## src/rtl/core/bsc_pkg.sv

```systemverilog
// Shared types, constants and the calibration unpacking for the barometer compensation block.
`timescale 1ns / 1ps

package bsc_pkg;

	// Raw conversion code that marks a failed reading.
	localparam logic [15:0] RawFail = 16'hFFFF;

	// Fixed offsets of the compensation formulas.
	localparam int Ut1Base   = 20224;
	localparam int D1Offset  = 7168;
	localparam int SensBase  = 24576;
	localparam int C4Bias    = 512;
	localparam int SlopeWarm = 50;
	localparam int SlopeCold = 54;
	localparam int TempBase  = 200;
	localparam int PresBase  = 2500;

	// Output ranges.
	localparam int TempMin = -8192;
	localparam int TempMax = 8191;
	localparam int PresMin = -262144;
	localparam int PresMax = 262143;

	// Number of register stages from request acceptance to the output register.
	localparam int StageCount = 9;

	typedef struct packed {
		logic [14:0] c1;
		logic [10:0] c5;
		logic [5:0]  c6;
		logic [9:0]  c4;
		logic [9:0]  c3;
		logic [11:0] c2;
	} coef_t;

	// Corrected temperature difference and pressure offset after the front stages.
	typedef struct packed {
		logic               ok;
		logic signed [17:0] dt;
		logic signed [16:0] d1off;
	} front_t;

	// Temperature, offset and sensitivity after the slope stages.
	typedef struct packed {
		logic               ok;
		logic signed [15:0] temp;
		logic signed [17:0] off;
		logic signed [18:0] sens;
		logic signed [16:0] d1off;
	} slope_t;

	function automatic coef_t unpack_calib(input logic [63:0] w);
		coef_t c;
		c.c1 = w[63:49];
		c.c5 = w[48:38];
		c.c6 = w[37:32];
		c.c4 = w[31:22];
		c.c3 = w[15:6];
		c.c2 = {w[21:16], w[5:0]};
		return c;
	endfunction

endpackage

```

## src/rtl/core/bsc_in_if.sv

```systemverilog
// Request channel carrying one raw pressure and temperature pair.
`timescale 1ns / 1ps

interface bsc_in_if;
	logic        valid;
	logic        ready;
	logic [15:0] raw_pressure;
	logic [15:0] raw_temperature;

	modport source (output valid, output raw_pressure, output raw_temperature, input ready);
	modport sink (input valid, input raw_pressure, input raw_temperature, output ready);
endinterface

```

## src/rtl/core/bsc_out_if.sv

```systemverilog
// Result channel carrying the compensated temperature and pressure.
`timescale 1ns / 1ps

interface bsc_out_if;
	logic               valid;
	logic               ready;
	logic               valid_res;
	logic signed [13:0] temperature_tenths;
	logic signed [18:0] pressure_tenths;

	modport source (output valid, output valid_res, output temperature_tenths,
		output pressure_tenths, input ready);
	modport sink (input valid, input valid_res, input temperature_tenths,
		input pressure_tenths, output ready);
endinterface

```

## src/rtl/core/bsc_front.sv

```systemverilog
// Stages one to three: temperature difference, its square and the cold-side correction.
`timescale 1ns / 1ps

module bsc_front (
	input  logic              clk,
	input  logic              arst_n,
	input  bsc_pkg::coef_t    coef,
	input  logic              in_valid,
	output logic              in_ready,
	input  logic [15:0]       raw_pressure,
	input  logic [15:0]       raw_temperature,
	output logic              out_valid,
	input  logic              out_ready,
	output bsc_pkg::front_t   out_data
);

	logic v_s1, v_s2, v_s3;
	logic en_s1, en_s2, en_s3;

	logic               ok_s1, ok_s2, ok_s3;
	logic signed [17:0] dt_s1, dt_s2, dtc_s3;
	logic signed [16:0] d1off_s1, d1off_s2, d1off_s3;
	logic [14:0]        corr_s2;

	logic [15:0]        ut1;
	logic signed [17:0] dt_c;
	logic signed [16:0] d1off_c;
	logic               ok_c;
	logic signed [35:0] sq_c;
	logic [14:0]        corr_c;
	logic signed [17:0] dtc_c;

	// A stage takes new data when it is empty or its successor moves on.
	assign en_s3    = !v_s3 || out_ready;
	assign en_s2    = !v_s2 || en_s3;
	assign en_s1    = !v_s1 || en_s2;
	assign in_ready = en_s1;

	assign ut1     = {2'b00, coef.c5, 3'b000} + 16'(bsc_pkg::Ut1Base);
	assign dt_c    = $signed({2'b00, raw_temperature}) - $signed({2'b00, ut1});
	assign d1off_c = $signed({1'b0, raw_pressure}) - $signed(17'(bsc_pkg::D1Offset));
	assign ok_c    = (raw_pressure != bsc_pkg::RawFail) && (raw_temperature != bsc_pkg::RawFail);

	// The square is below 2^31 whenever dT is negative, the only case that uses it.
	assign sq_c   = dt_s1 * dt_s1;
	assign corr_c = dt_s1[17] ? sq_c[30:16] : 15'd0;

	assign dtc_c = dt_s2 - $signed({3'b000, corr_s2});

	always_ff @(posedge clk or negedge arst_n) begin
		if (!arst_n) begin
			v_s1 <= 1'b0;
			v_s2 <= 1'b0;
			v_s3 <= 1'b0;
		end else begin
			if (en_s1) v_s1 <= in_valid;
			if (en_s2) v_s2 <= v_s1;
			if (en_s3) v_s3 <= v_s2;
		end
	end

	always_ff @(posedge clk) begin
		if (en_s1) begin
			ok_s1    <= ok_c;
			dt_s1    <= dt_c;
			d1off_s1 <= d1off_c;
		end
		if (en_s2) begin
			ok_s2    <= ok_s1;
			dt_s2    <= dt_s1;
			d1off_s2 <= d1off_s1;
			corr_s2  <= corr_c;
		end
		if (en_s3) begin
			ok_s3    <= ok_s2;
			dtc_s3   <= dtc_c;
			d1off_s3 <= d1off_s2;
		end
	end

	assign out_valid      = v_s3;
	assign out_data.ok    = ok_s3;
	assign out_data.dt    = dtc_s3;
	assign out_data.d1off = d1off_s3;

endmodule

```

## src/rtl/core/bsc_slope.sv

```systemverilog
// Stages four and five: slope products, temperature, offset and sensitivity.
`timescale 1ns / 1ps

module bsc_slope (
	input  logic              clk,
	input  logic              arst_n,
	input  bsc_pkg::coef_t    coef,
	input  logic              in_valid,
	output logic              in_ready,
	input  bsc_pkg::front_t   in_data,
	output logic              out_valid,
	input  logic              out_ready,
	output bsc_pkg::slope_t   out_data
);

	logic v_s4, v_s5;
	logic en_s4, en_s5;

	logic               ok_s4;
	logic signed [16:0] d1off_s4;
	logic signed [25:0] tprod_s4;
	logic signed [28:0] oprod_s4;
	logic signed [28:0] sprod_s4;

	logic signed [17:0] dt;
	logic [6:0]         slope;
	logic signed [10:0] c4b;
	logic signed [25:0] tprod_c;
	logic signed [28:0] oprod_c;
	logic signed [28:0] sprod_c;
	logic signed [15:0] temp_c;
	logic signed [17:0] off_c;
	logic signed [18:0] sens_c;

	assign en_s5    = !v_s5 || out_ready;
	assign en_s4    = !v_s4 || en_s5;
	assign in_ready = en_s4;

	assign dt    = $signed(in_data.dt);
	// The colder side uses the steeper temperature slope.
	assign slope = {1'b0, coef.c6} +
		(dt[17] ? 7'(bsc_pkg::SlopeCold) : 7'(bsc_pkg::SlopeWarm));
	assign c4b   = $signed({1'b0, coef.c4}) - $signed(11'(bsc_pkg::C4Bias));

	assign tprod_c = dt * $signed({1'b0, slope});
	assign oprod_c = dt * c4b;
	assign sprod_c = dt * $signed({1'b0, coef.c3});

	// Part-selects of the products are the floor shifts.
	assign temp_c = $signed(16'(bsc_pkg::TempBase)) + $signed(tprod_s4[25:10]);
	assign off_c  = $signed({4'b0000, coef.c2, 2'b00}) +
		$signed({oprod_s4[28], oprod_s4[28:12]});
	assign sens_c = $signed({4'b0000, coef.c1}) + $signed(sprod_s4[28:10]) +
		$signed(19'(bsc_pkg::SensBase));

	always_ff @(posedge clk or negedge arst_n) begin
		if (!arst_n) begin
			v_s4 <= 1'b0;
			v_s5 <= 1'b0;
		end else begin
			if (en_s4) v_s4 <= in_valid;
			if (en_s5) v_s5 <= v_s4;
		end
	end

	always_ff @(posedge clk) begin
		if (en_s4) begin
			ok_s4    <= in_data.ok;
			d1off_s4 <= in_data.d1off;
			tprod_s4 <= tprod_c;
			oprod_s4 <= oprod_c;
			sprod_s4 <= sprod_c;
		end
		if (en_s5) begin
			out_data.ok    <= ok_s4;
			out_data.temp  <= temp_c;
			out_data.off   <= off_c;
			out_data.sens  <= sens_c;
			out_data.d1off <= d1off_s4;
		end
	end

	assign out_valid = v_s5;

endmodule

```

## src/rtl/core/bsc_press.sv

```systemverilog
// Stages six to nine: pressure product, offset removal, scaling and output saturation.
`timescale 1ns / 1ps

module bsc_press (
	input  logic               clk,
	input  logic               arst_n,
	input  logic               in_valid,
	output logic               in_ready,
	input  bsc_pkg::slope_t    in_data,
	output logic               out_valid,
	input  logic               out_ready,
	output logic               valid_res,
	output logic signed [13:0] temperature_tenths,
	output logic signed [18:0] pressure_tenths
);

	logic v_s6, v_s7, v_s8, v_s9;
	logic en_s6, en_s7, en_s8, en_s9;

	logic               ok_s6, ok_s7, ok_s8;
	logic signed [15:0] temp_s6, temp_s7, temp_s8;
	logic signed [17:0] off_s6;
	logic signed [35:0] prod_s6;
	logic signed [22:0] x_s7;
	logic signed [26:0] p10_s8;

	logic signed [35:0] prod_c;
	logic signed [22:0] x_c;
	logic signed [26:0] p10_c;
	logic signed [21:0] p_c;
	logic signed [18:0] p_sat;
	logic signed [13:0] t_sat;

	assign en_s9    = !v_s9 || out_ready;
	assign en_s8    = !v_s8 || en_s9;
	assign en_s7    = !v_s7 || en_s8;
	assign en_s6    = !v_s6 || en_s7;
	assign in_ready = en_s6;

	assign prod_c = $signed(in_data.sens) * $signed(in_data.d1off);
	assign x_c    = $signed({prod_s6[35], prod_s6[35:14]}) - $signed({{5{off_s6[17]}}, off_s6});
	// Ten times X as eight times plus two times.
	assign p10_c  = $signed({x_s7[22], x_s7, 3'b000}) + $signed({{3{x_s7[22]}}, x_s7, 1'b0});
	assign p_c    = $signed(22'(bsc_pkg::PresBase)) + $signed(p10_s8[26:5]);

	always_comb begin
		if (p_c < $signed(22'(bsc_pkg::PresMin))) begin
			p_sat = 19'(bsc_pkg::PresMin);
		end else if (p_c > $signed(22'(bsc_pkg::PresMax))) begin
			p_sat = 19'(bsc_pkg::PresMax);
		end else begin
			p_sat = p_c[18:0];
		end
		if (temp_s8 < $signed(16'(bsc_pkg::TempMin))) begin
			t_sat = 14'(bsc_pkg::TempMin);
		end else if (temp_s8 > $signed(16'(bsc_pkg::TempMax))) begin
			t_sat = 14'(bsc_pkg::TempMax);
		end else begin
			t_sat = temp_s8[13:0];
		end
	end

	always_ff @(posedge clk or negedge arst_n) begin
		if (!arst_n) begin
			v_s6 <= 1'b0;
			v_s7 <= 1'b0;
			v_s8 <= 1'b0;
			v_s9 <= 1'b0;
		end else begin
			if (en_s6) v_s6 <= in_valid;
			if (en_s7) v_s7 <= v_s6;
			if (en_s8) v_s8 <= v_s7;
			if (en_s9) v_s9 <= v_s8;
		end
	end

	always_ff @(posedge clk) begin
		if (en_s6) begin
			ok_s6   <= in_data.ok;
			temp_s6 <= in_data.temp;
			off_s6  <= in_data.off;
			prod_s6 <= prod_c;
		end
		if (en_s7) begin
			ok_s7   <= ok_s6;
			temp_s7 <= temp_s6;
			x_s7    <= x_c;
		end
		if (en_s8) begin
			ok_s8   <= ok_s7;
			temp_s8 <= temp_s7;
			p10_s8  <= p10_c;
		end
		if (en_s9) begin
			// A failed reading reports zeros in both result fields.
			valid_res          <= ok_s8;
			temperature_tenths <= ok_s8 ? t_sat : 14'sd0;
			pressure_tenths    <= ok_s8 ? p_sat : 19'sd0;
		end
	end

	assign out_valid = v_s9;

endmodule

```

## src/rtl/core/baro_sensor_compensation.sv

```systemverilog
// Top level of the barometric sensor compensation pipeline.
`timescale 1ns / 1ps

// Each request carries one raw pressure word and one raw temperature word and yields exactly
// one result with the compensated temperature in 0.1 degC and pressure in 0.1 hPa, saturated
// to the output widths; a raw word of all ones gives valid_res low and zero fields. The block
// accepts one request in every clock cycle while the result side does not stall. The datapath
// holds nine register stages, and the first of them captures the request at the accepting edge.
// The stages are needed because several multiplies follow one another: the square of the
// temperature difference, then the three slope multiplies that use the corrected difference,
// then the sensitivity times pressure multiply that needs their result. When the result side
// stalls, requests are still accepted until every stage holds an item, and nothing is dropped
// or repeated. The 64-bit calibration word is written through cfg_wr_en and cfg_wr_data; it
// resets to zero and must only be changed while no request is in flight.

module baro_sensor_compensation (
	input  logic         clk,
	input  logic         arst_n,
	input  logic         cfg_wr_en,
	input  logic [63:0]  cfg_wr_data,
	bsc_in_if.sink       sample,
	bsc_out_if.source    result
);

	logic [63:0]      calib_q;
	bsc_pkg::coef_t   coef;

	logic             front_valid, front_ready;
	bsc_pkg::front_t  front_data;
	logic             slope_valid, slope_ready;
	bsc_pkg::slope_t  slope_data;

	// The calibration word is held as written and unpacked into its six coefficients.
	always_ff @(posedge clk or negedge arst_n) begin
		if (!arst_n) begin
			calib_q <= 64'd0;
		end else if (cfg_wr_en) begin
			calib_q <= cfg_wr_data;
		end
	end

	assign coef = bsc_pkg::unpack_calib(calib_q);

	// Temperature difference and its second-order correction below the reference point.
	bsc_front u_front (
		.clk             (clk),
		.arst_n          (arst_n),
		.coef            (coef),
		.in_valid        (sample.valid),
		.in_ready        (sample.ready),
		.raw_pressure    (sample.raw_pressure),
		.raw_temperature (sample.raw_temperature),
		.out_valid       (front_valid),
		.out_ready       (front_ready),
		.out_data        (front_data)
	);

	// Temperature result, pressure offset and sensitivity from the corrected difference.
	bsc_slope u_slope (
		.clk       (clk),
		.arst_n    (arst_n),
		.coef      (coef),
		.in_valid  (front_valid),
		.in_ready  (front_ready),
		.in_data   (front_data),
		.out_valid (slope_valid),
		.out_ready (slope_ready),
		.out_data  (slope_data)
	);

	// Pressure computation and the output register facing the result channel.
	bsc_press u_press (
		.clk                (clk),
		.arst_n             (arst_n),
		.in_valid           (slope_valid),
		.in_ready           (slope_ready),
		.in_data            (slope_data),
		.out_valid          (result.valid),
		.out_ready          (result.ready),
		.valid_res          (result.valid_res),
		.temperature_tenths (result.temperature_tenths),
		.pressure_tenths    (result.pressure_tenths)
	);

endmodule

```

## src/flat_wrapper.sv

```systemverilog
// flat-port wrapper written by rule: the top's interface ports become plain ports
module baro_sensor_compensation_flat 
  (clk, arst_n, cfg_wr_en, cfg_wr_data, sample_valid, sample_raw_pressure, sample_raw_temperature, sample_ready, result_valid, result_valid_res, result_temperature_tenths, result_pressure_tenths, result_ready);
  bsc_in_if sample_i ();
  bsc_out_if result_i ();
  input  logic clk;
  input  logic arst_n;
  input  logic cfg_wr_en;
  input  logic [63:0] cfg_wr_data;
  input wire logic [$bits(sample_i.valid)-1:0] sample_valid;
  input wire logic [$bits(sample_i.raw_pressure)-1:0] sample_raw_pressure;
  input wire logic [$bits(sample_i.raw_temperature)-1:0] sample_raw_temperature;
  output wire logic [$bits(sample_i.ready)-1:0] sample_ready;
  output wire logic [$bits(result_i.valid)-1:0] result_valid;
  output wire logic [$bits(result_i.valid_res)-1:0] result_valid_res;
  output wire logic [$bits(result_i.temperature_tenths)-1:0] result_temperature_tenths;
  output wire logic [$bits(result_i.pressure_tenths)-1:0] result_pressure_tenths;
  input wire logic [$bits(result_i.ready)-1:0] result_ready;
  assign sample_i.valid = sample_valid;
  assign sample_i.raw_pressure = sample_raw_pressure;
  assign sample_i.raw_temperature = sample_raw_temperature;
  assign sample_ready = sample_i.ready;
  assign result_valid = result_i.valid;
  assign result_valid_res = result_i.valid_res;
  assign result_temperature_tenths = result_i.temperature_tenths;
  assign result_pressure_tenths = result_i.pressure_tenths;
  assign result_i.ready = result_ready;
  baro_sensor_compensation u_core (.clk(clk), .arst_n(arst_n), .cfg_wr_en(cfg_wr_en), .cfg_wr_data(cfg_wr_data), .sample(sample_i), .result(result_i));
endmodule
```

## config.mk

```make
export PLATFORM = sky130hd
export DESIGN_NAME = baro_sensor_compensation_flat
export DESIGN_NICKNAME = d
export VERILOG_FILES = /design/src/rtl/core/bsc_pkg.sv /design/src/rtl/core/bsc_in_if.sv /design/src/rtl/core/bsc_out_if.sv /design/src/rtl/core/bsc_front.sv /design/src/rtl/core/bsc_slope.sv /design/src/rtl/core/bsc_press.sv /design/src/rtl/core/baro_sensor_compensation.sv /design/src/flat_wrapper.sv
export SDC_FILE = /design/constraint.sdc
export NUM_CORES = 2
export LEC_CHECK = 0
export ABC_CLOCK_PERIOD_IN_PS = 9500
export BUFFER_PORTS_ARGS = -buffer_cell sky130_fd_sc_hd__buf_2
export CAP_MARGIN = 10
export CELL_PAD_IN_SITES_DETAIL_PLACEMENT = 1
export CELL_PAD_IN_SITES_GLOBAL_PLACEMENT = 1
export CORE_MARGIN = 2
export CORE_UTILIZATION = 50
export CTS_BUF_LIST = sky130_fd_sc_hd__clkbuf_8 sky130_fd_sc_hd__clkbuf_16
export CTS_CLUSTER_SIZE = 20
export DETAILED_ROUTE_END_ITERATION = 8
export GPL_TIMING_DRIVEN = 0
export HOLD_SLACK_MARGIN = 0.1
export PLACE_DENSITY = 0.86
export SLEW_MARGIN = 10
export SYNTH_ARGS = -nofsm -noshare
export SYNTH_HDL_FRONTEND = slang
export SYNTH_SLANG_ARGS = --single-unit
```

## constraint.sdc

```tcl
create_clock -name clk -period 9.5 [get_ports clk]
set_input_delay 1.425 -clock clk [delete_from_list [all_inputs] [get_ports clk]]
set_output_delay 1.425 -clock clk [all_outputs]
set_load 0.01 [all_outputs]
```

* Yosys cells after proc, flatten, opt, wreduce, memory -nomap -nowiden
Index checks and enable logic that the tools add are counted.
** Word-level totals
- Word-level logic and storage cells :: 96
- Input port bits :: 101
- Flip-flop bits (word level) :: 556
- Output and inout bits :: 36
** Cells by class
- $mul :: 5
- Muxes and demuxes :: 5
- Reduce and logical (&&, ||, !) cells :: 21
- Order comparisons :: 4
- Add/subtract/negate cells :: 13
- Equality and inequality tests :: 2
- Bitwise operators :: 1
** Operators with widths (number)
- $mul A18 B11 Y29 :: 2
- $mux W19 :: 2
- $mul A19 B17 Y36 :: 1
- $ne A16 B16 Y1 const B :: 2
- $mul A17 B17 Y31 :: 1
- $mux W14 :: 2
- $add A26 B24 Y27 :: 1
- $mul A18 B8 Y26 :: 1
- $sub A22 B18 Y23 :: 1
- $add A13 B22 Y22 const A :: 1
- $gt A22 B19 Y1 const B :: 1
- $lt A22 B19 Y1 const B :: 1
- $add A16 B19 Y19 :: 1
- $add A19 B16 Y19 const B :: 1
- $add A15 B17 Y18 :: 1
- $sub A17 B16 Y18 :: 1
- $sub A16 B13 Y17 const B :: 1
- $sub A16 B16 Y17 :: 1
- $add A14 B15 Y16 const B :: 1
- $add A9 B16 Y16 const A :: 1
- $gt A16 B14 Y1 const B :: 1
- $lt A16 B14 Y1 const B :: 1
- $sub A10 B10 Y11 const B :: 1
- $logic_not A1 Y1 :: 9
- 6 further kinds :: 15

* Longest topological paths before layout
- Word-level depth :: 10
- Gate-level depth with buffers :: 24
- Gate-level depth less buffers :: 24

* Modules after synthesis
From an unflattened synthesis, not the netlist that was laid out.
** Second synthesis, totals
- Cells, all modules :: 5659
- Area total of the unflattened synthesis :: 59879.9 um^2
** By module, submodules not included
- bsc_slope :: times used 1, seq. area each 4284.1 um^2, area each 23585.1 um^2, cells an instance 2350
- bsc_press :: times used 1, seq. area each 5205.0 um^2, area each 19089.6 um^2, cells an instance 1805
- bsc_front :: times used 1, seq. area each 3708.6 um^2, area each 14526.4 um^2, cells an instance 1369
- baro_sensor_compensation :: times used 1, seq. area each 1601.5 um^2, area each 2678.8 um^2, cells an instance 135

* Worst setup path before layout
OpenSTA, ideal clock, no wires.
- Path type :: in2out
- Start point :: input port result_ready
- End point :: output port sample_ready
- Path buffers :: 0
- Stages on the path :: 6
- Data required time :: 8.075 ns
- Arrival :: 5.218 ns
- Slack :: 2.857 ns
- Cell sequence :: nor2b_1 -> and2_1 -> and3_1 -> nand3_1 -> nor2_1 -> nand3_1
** On the way
- Longest elaborated chain between the ends :: 9
** Ends and longest elaborated chain
- start, declared :: RTL line flat_wrapper.sv:18 : input wire logic [$bits(result_i.ready)-1:0] result_ready;
- $logic_or A1 B1 Y1 :: RTL line bsc_press.sv:34 : assign en_s9 = !v_s9 || out_ready;
- $logic_or A1 B1 Y1 :: RTL line bsc_press.sv:35 : assign en_s8 = !v_s8 || en_s9;
- $logic_or A1 B1 Y1 :: RTL line bsc_press.sv:36 : assign en_s7 = !v_s7 || en_s8;
- $logic_or A1 B1 Y1 :: RTL line bsc_press.sv:37 : assign en_s6 = !v_s6 || en_s7;
- $logic_or A1 B1 Y1 :: RTL line bsc_slope.sv:35 : assign en_s5 = !v_s5 || out_ready;
- $logic_or A1 B1 Y1 :: RTL line bsc_slope.sv:36 : assign en_s4 = !v_s4 || en_s5;
- net u_core.front_ready :: RTL line baro_sensor_compensation.sv:28 : logic front_valid, front_ready;
- $logic_or A1 B1 Y1 :: RTL line bsc_front.sv:34 : assign en_s3 = !v_s3 || out_ready;
- $logic_or A1 B1 Y1 :: RTL line bsc_front.sv:35 : assign en_s2 = !v_s2 || en_s3;
- $logic_or A1 B1 Y1 :: RTL line bsc_front.sv:36 : assign en_s1 = !v_s1 || en_s2;
- end, declared :: RTL line flat_wrapper.sv:13 : output wire logic [$bits(sample_i.ready)-1:0] sample_ready;
The timed path passes the listed nets, and every way through them passes these cells.

* Worst setup path in the final report
- Start point :: register u_core.u_front.dt_s1[5]
- End point :: register u_core.u_front.corr_s2[14] (data pin)
** On the way
- Longest elaborated chain between the ends :: 1
** Ends and longest elaborated chain
- start, declared :: RTL line bsc_front.sv:21 : logic signed [17:0] dt_s1, dt_s2, dtc_s3;
- start signal, assigned :: RTL line bsc_front.sv:65 : dt_s1 <= dt_c;
- $mul A17 B17 Y31 :: RTL line bsc_front.sv:45 : assign sq_c = dt_s1 * dt_s1;
- end signal, assigned :: RTL line bsc_front.sv:72 : corr_s2 <= corr_c;
- end, declared :: RTL line bsc_front.sv:23 : logic [14:0] corr_s2;
No other way between the ends.
A chain may end at the register's enable or synchronous reset.

==> results_dict.tcl <==
set metrics [dict create \
    status "completed" \
    maxSlewHeadroom_pct 22.77 \
    worst-r2r-setup-slack_ns 1.01 \
    synth_seq_cells 505 \
    yosys-top-cells-area "fa_1, edfxtp_1, ha_1" \
    worstSetupEndpointType "flop" \
    layout.nets 7301 \
    critPathLaunchType "flop" \
    clockBufferDepth 3 \
    skew_ns 0.04741 \
    met3_usage_pct 6.236 \
    routed_wl_mm 172.4 \
    cts_resized 0 \
    first_global_vias 48490 \
    dieArea_um2 120500 \
    seq_area_frac_synth_pct 25.15 \
    antenna_found_initial 12 \
    drt_iter0_markers 2340 \
    start_util_pct 50.51 \
    period_share_pct 89.35 \
    numCtsBuffers 57 \
    synth_top_cell_by_area "fa_1" \
    slew_viol_final 0 \
    synth_cells 5517 \
    rsz0062_at_grt "false" \
    antenna_left 0 \
    htree_levels 2 \
    die_x_um 347.1 \
    boundaryPins 137 \
    async_flop_share_pct 14.46 \
    multiInputGateArea_um2 38930 \
    ff2ff_path_depth 23 \
    post-route-min-period_ns 8.488 \
    postCtsSetupBuffers 0 \
    cts.clk_slew.worst_paths_ns 0.06 \
    insertion_delay_ns 0.69 \
    wl_per_cell_um 23.62 \
    r2r_start "u_core.u_front.dt_s1[5]$_DFFE_PP_" \
    core_area_um2 116500 \
    arrival_ns 8.92 \
    port-buffer-count 135 \
    drv_cap 0 \
    area_delta_synth_final_pct 8.176 \
    root_buffer "clkbuf_16" \
    cts_hold_buf 0 \
    fin_setup_tns_ns 0 \
    drc 0 \
    dr_total_vias 40970 \
    final_common_cell "inv_1" \
    startpoint "u_core.u_front.dt_s1[5]$_DFFE_PP_" \
    gp_congestion 0.9499 \
    holdPathEnd "u_core.u_slope.out_data[1]$_DFFE_PP_" \
    final_cell_mix "inv_1, fa_1, nand2_1" \
    fillers 12560 \
    r2r_end "u_core.u_front.corr_s2[14]$_SDFFCE_PN0P_" \
    use_met2_pct 52.77 \
    cp_max_fo 10 \
    fmax_mhz 117.8 \
    grt_first_pass_wirelength_mm 272.5 \
    dpl.hpwl_mm 138.7 \
    synth_nets 7096 \
    synth_edf_count 432 \
    via_per_inst 5.615 \
    grt_max_degree 40 \
    drive_gt1_share_pct 6.067 \
    worst_pin_slew_ns 1.158 \
    use_met1_pct 32.87 \
    cts.sinks 505 \
    die_y_um 347.1 \
    grt_overflow 0 \
    setup_viol_count_final 0 \
    rows 125 \
    synth_top_area_share_pct 34.35 \
    hold_violations 0 \
    required_ns 9.93 \
    syn_area_per_cell_um2 10.67 \
    hold_depth 0 \
    ys_warn_count 0 \
    top_usage_layer "met2" \
    hold_path_class "reg2reg" \
    drt_first_pass_iters 5 \
    synth_cell_types 79 \
    synth_ff_type "edfxtp_1" \
    syn-cell-area_um2 58860 \
    grt.total_usage_pct 29.51 \
    hp-start "u_core.u_slope.d1off_s4[1]$_DFFE_PP_" \
    worstSetupPathType "reg2reg" \
    cts_tree "done" \
    seq_area_um2 14800 \
]
## worst max-delay path by stage
| stage | end | slack, ns | depth (start not counted) |
|---|---|---|---|
| 4_1_cts | u_core.u_front.corr_s2[14]$_SDFFCE_PN0P_ | 1.14 | 23 |
| 3_3_place_gp | sample_ready | 0.11 | 8 |
| 6_report | u_core.u_front.corr_s2[14]$_SDFFCE_PN0P_ | 1.01 | 23 |
| 5_1_grt | u_core.u_front.corr_s2[14]$_SDFFCE_PN0P_ | 0.81 | 23 |
| 2_1_floorplan | sample_ready | 2.86 | 6 |
| 3_5_place_dp | u_core.u_front.corr_s2[14]$_SDFFCE_PN0P_ | 1.21 | 23 |
## registers in the layout, summed over array words and instances (netlist names), 15 cells and up
| register | count |
|---|---|
| u_core.calib_q | 64 |
| u_core.u_front.corr_s2 | 15 |
| u_core.u_front.d1off_s1 | 17 |
| u_core.u_front.d1off_s2 | 17 |
| u_core.u_front.d1off_s3 | 17 |
| u_core.u_front.dt_s1 | 17 |
| u_core.u_front.dt_s2 | 17 |
| u_core.u_front.dtc_s3 | 18 |
| u_core.u_press.off_s6 | 18 |
| u_core.u_press.p10_s8 | 22 |
| u_core.u_press.pressure_tenths | 19 |
| u_core.u_press.prod_s6 | 22 |
| u_core.u_press.temp_s6 | 16 |
| u_core.u_press.temp_s7 | 16 |
| u_core.u_press.temp_s8 | 16 |
| u_core.u_press.x_s7 | 23 |
| u_core.u_slope.d1off_s4 | 17 |
| u_core.u_slope.oprod_s4 | 17 |
| u_core.u_slope.out_data | 71 |
| u_core.u_slope.sprod_s4 | 19 |
| u_core.u_slope.tprod_s4 | 16 |
## synthesized netlist by cell type (all sizes together), types with 4 or more instances
master and number:
nor2b 67, o21a 26, o21ai 79, o211ai 8
a21oi 130, a21o 40, and3 22, a31o 10
nand2b 38, o21bai 14, a221oi 6, a211o 4
and2 486, fa 1010, nor3 43, a21boi 11
a31oi 10, o2111ai 4, mux2 53, clkbuf 162
nor4 6, nand3 38, and4 5, buf 11
o31ai 15, o41ai 5, xor2 73, ha 468
a211oi 13, or3 16, nand2 493, edfxtp 432
or2 24, a2111oi 7, o31a 7, inv 1196
xnor2 162, dfrtp 73, nand4 26, nor2 182
## routing by layer
layer	vias up	wire length [µm]
met5	-	94
met4	18	10400
met3	645	12130
met2	1622	88250
met1	21190	61490
li1	17490	-
## worst max-delay path, stage by stage, from the launching register on
cell and delay [ns]:
edfxtp_1 0.58, clkbuf_1 0.54, clkbuf_1 0.60, nand2_1 0.21
inv_1 0.12, fa_1 0.42, inv_1 0.09, fa_1 0.44
fa_1 0.52, inv_1 0.06, fa_1 0.49, fa_1 0.53
inv_1 0.07, fa_1 0.48, inv_1 0.05, ha_1 0.29
a2111o_1 0.40, a221oi_1 0.78, a211oi_1 0.27, a311oi_1 0.58
o31ai_1 0.22, a21oi_1 0.21, xnor2_1 0.11, and2_1 0.17
## cell type report
| type | instances | share of cell area [%] |
|---|---|---|
| inverters | 1196 | 7.051 |
| repair buffers | 146 | 1.444 |
| multi-input cells | 3643 | 61.15 |
| plain buffers | 173 | 1.044 |
| flip-flops and latches | 505 | 23.24 |
| clock inverters | 45 | 0.6918 |
| clock buffers | 61 | 2.362 |
| well taps | 1524 | 2.995 |
| diodes | 4 | 0.01572 |
## cells by family (layout without fill, tap and decap cells)
logic type               Yosys count  count (layout)  share of synthesized area, %
XOR/XNOR                         235             235                         3.497
buffers and inverters           1369            1621                         8.754
other                              0               4                             0
adder cells (fa/ha/maj)         1478            1478                         44.30
flip-flops                       505             505                         25.15
multiplexers                      55              55                         1.048
AO/OA/AOI/OAI                    415             415                         4.690
AND/OR/NAND/NOR                 1460            1460                         12.56
## through the flow
step / cell area, µm² / hold WS (ns) / utilization, % / instances / setup WS [ns]
finish: 63670 / 0.4176 / 54.64 / 7297 / 1.012
floorplan: 58860 / 0.4003 / - / 5517 / 2.857
detailed placement: 61700 / 0.4052 / 52.95 / 7186 / 1.206
global placement: 61440 / 0.4028 / 52.73 / 7176 / 0.1145
CTS: 63650 / 0.4192 / 54.62 / 7292 / 1.138
global route: 63660 / 0.4223 / 54.64 / 7294 / 0.8090
Power is not shown: default switching activity piles up to over one toggle a cycle in this logic, so the estimate is an artifact.
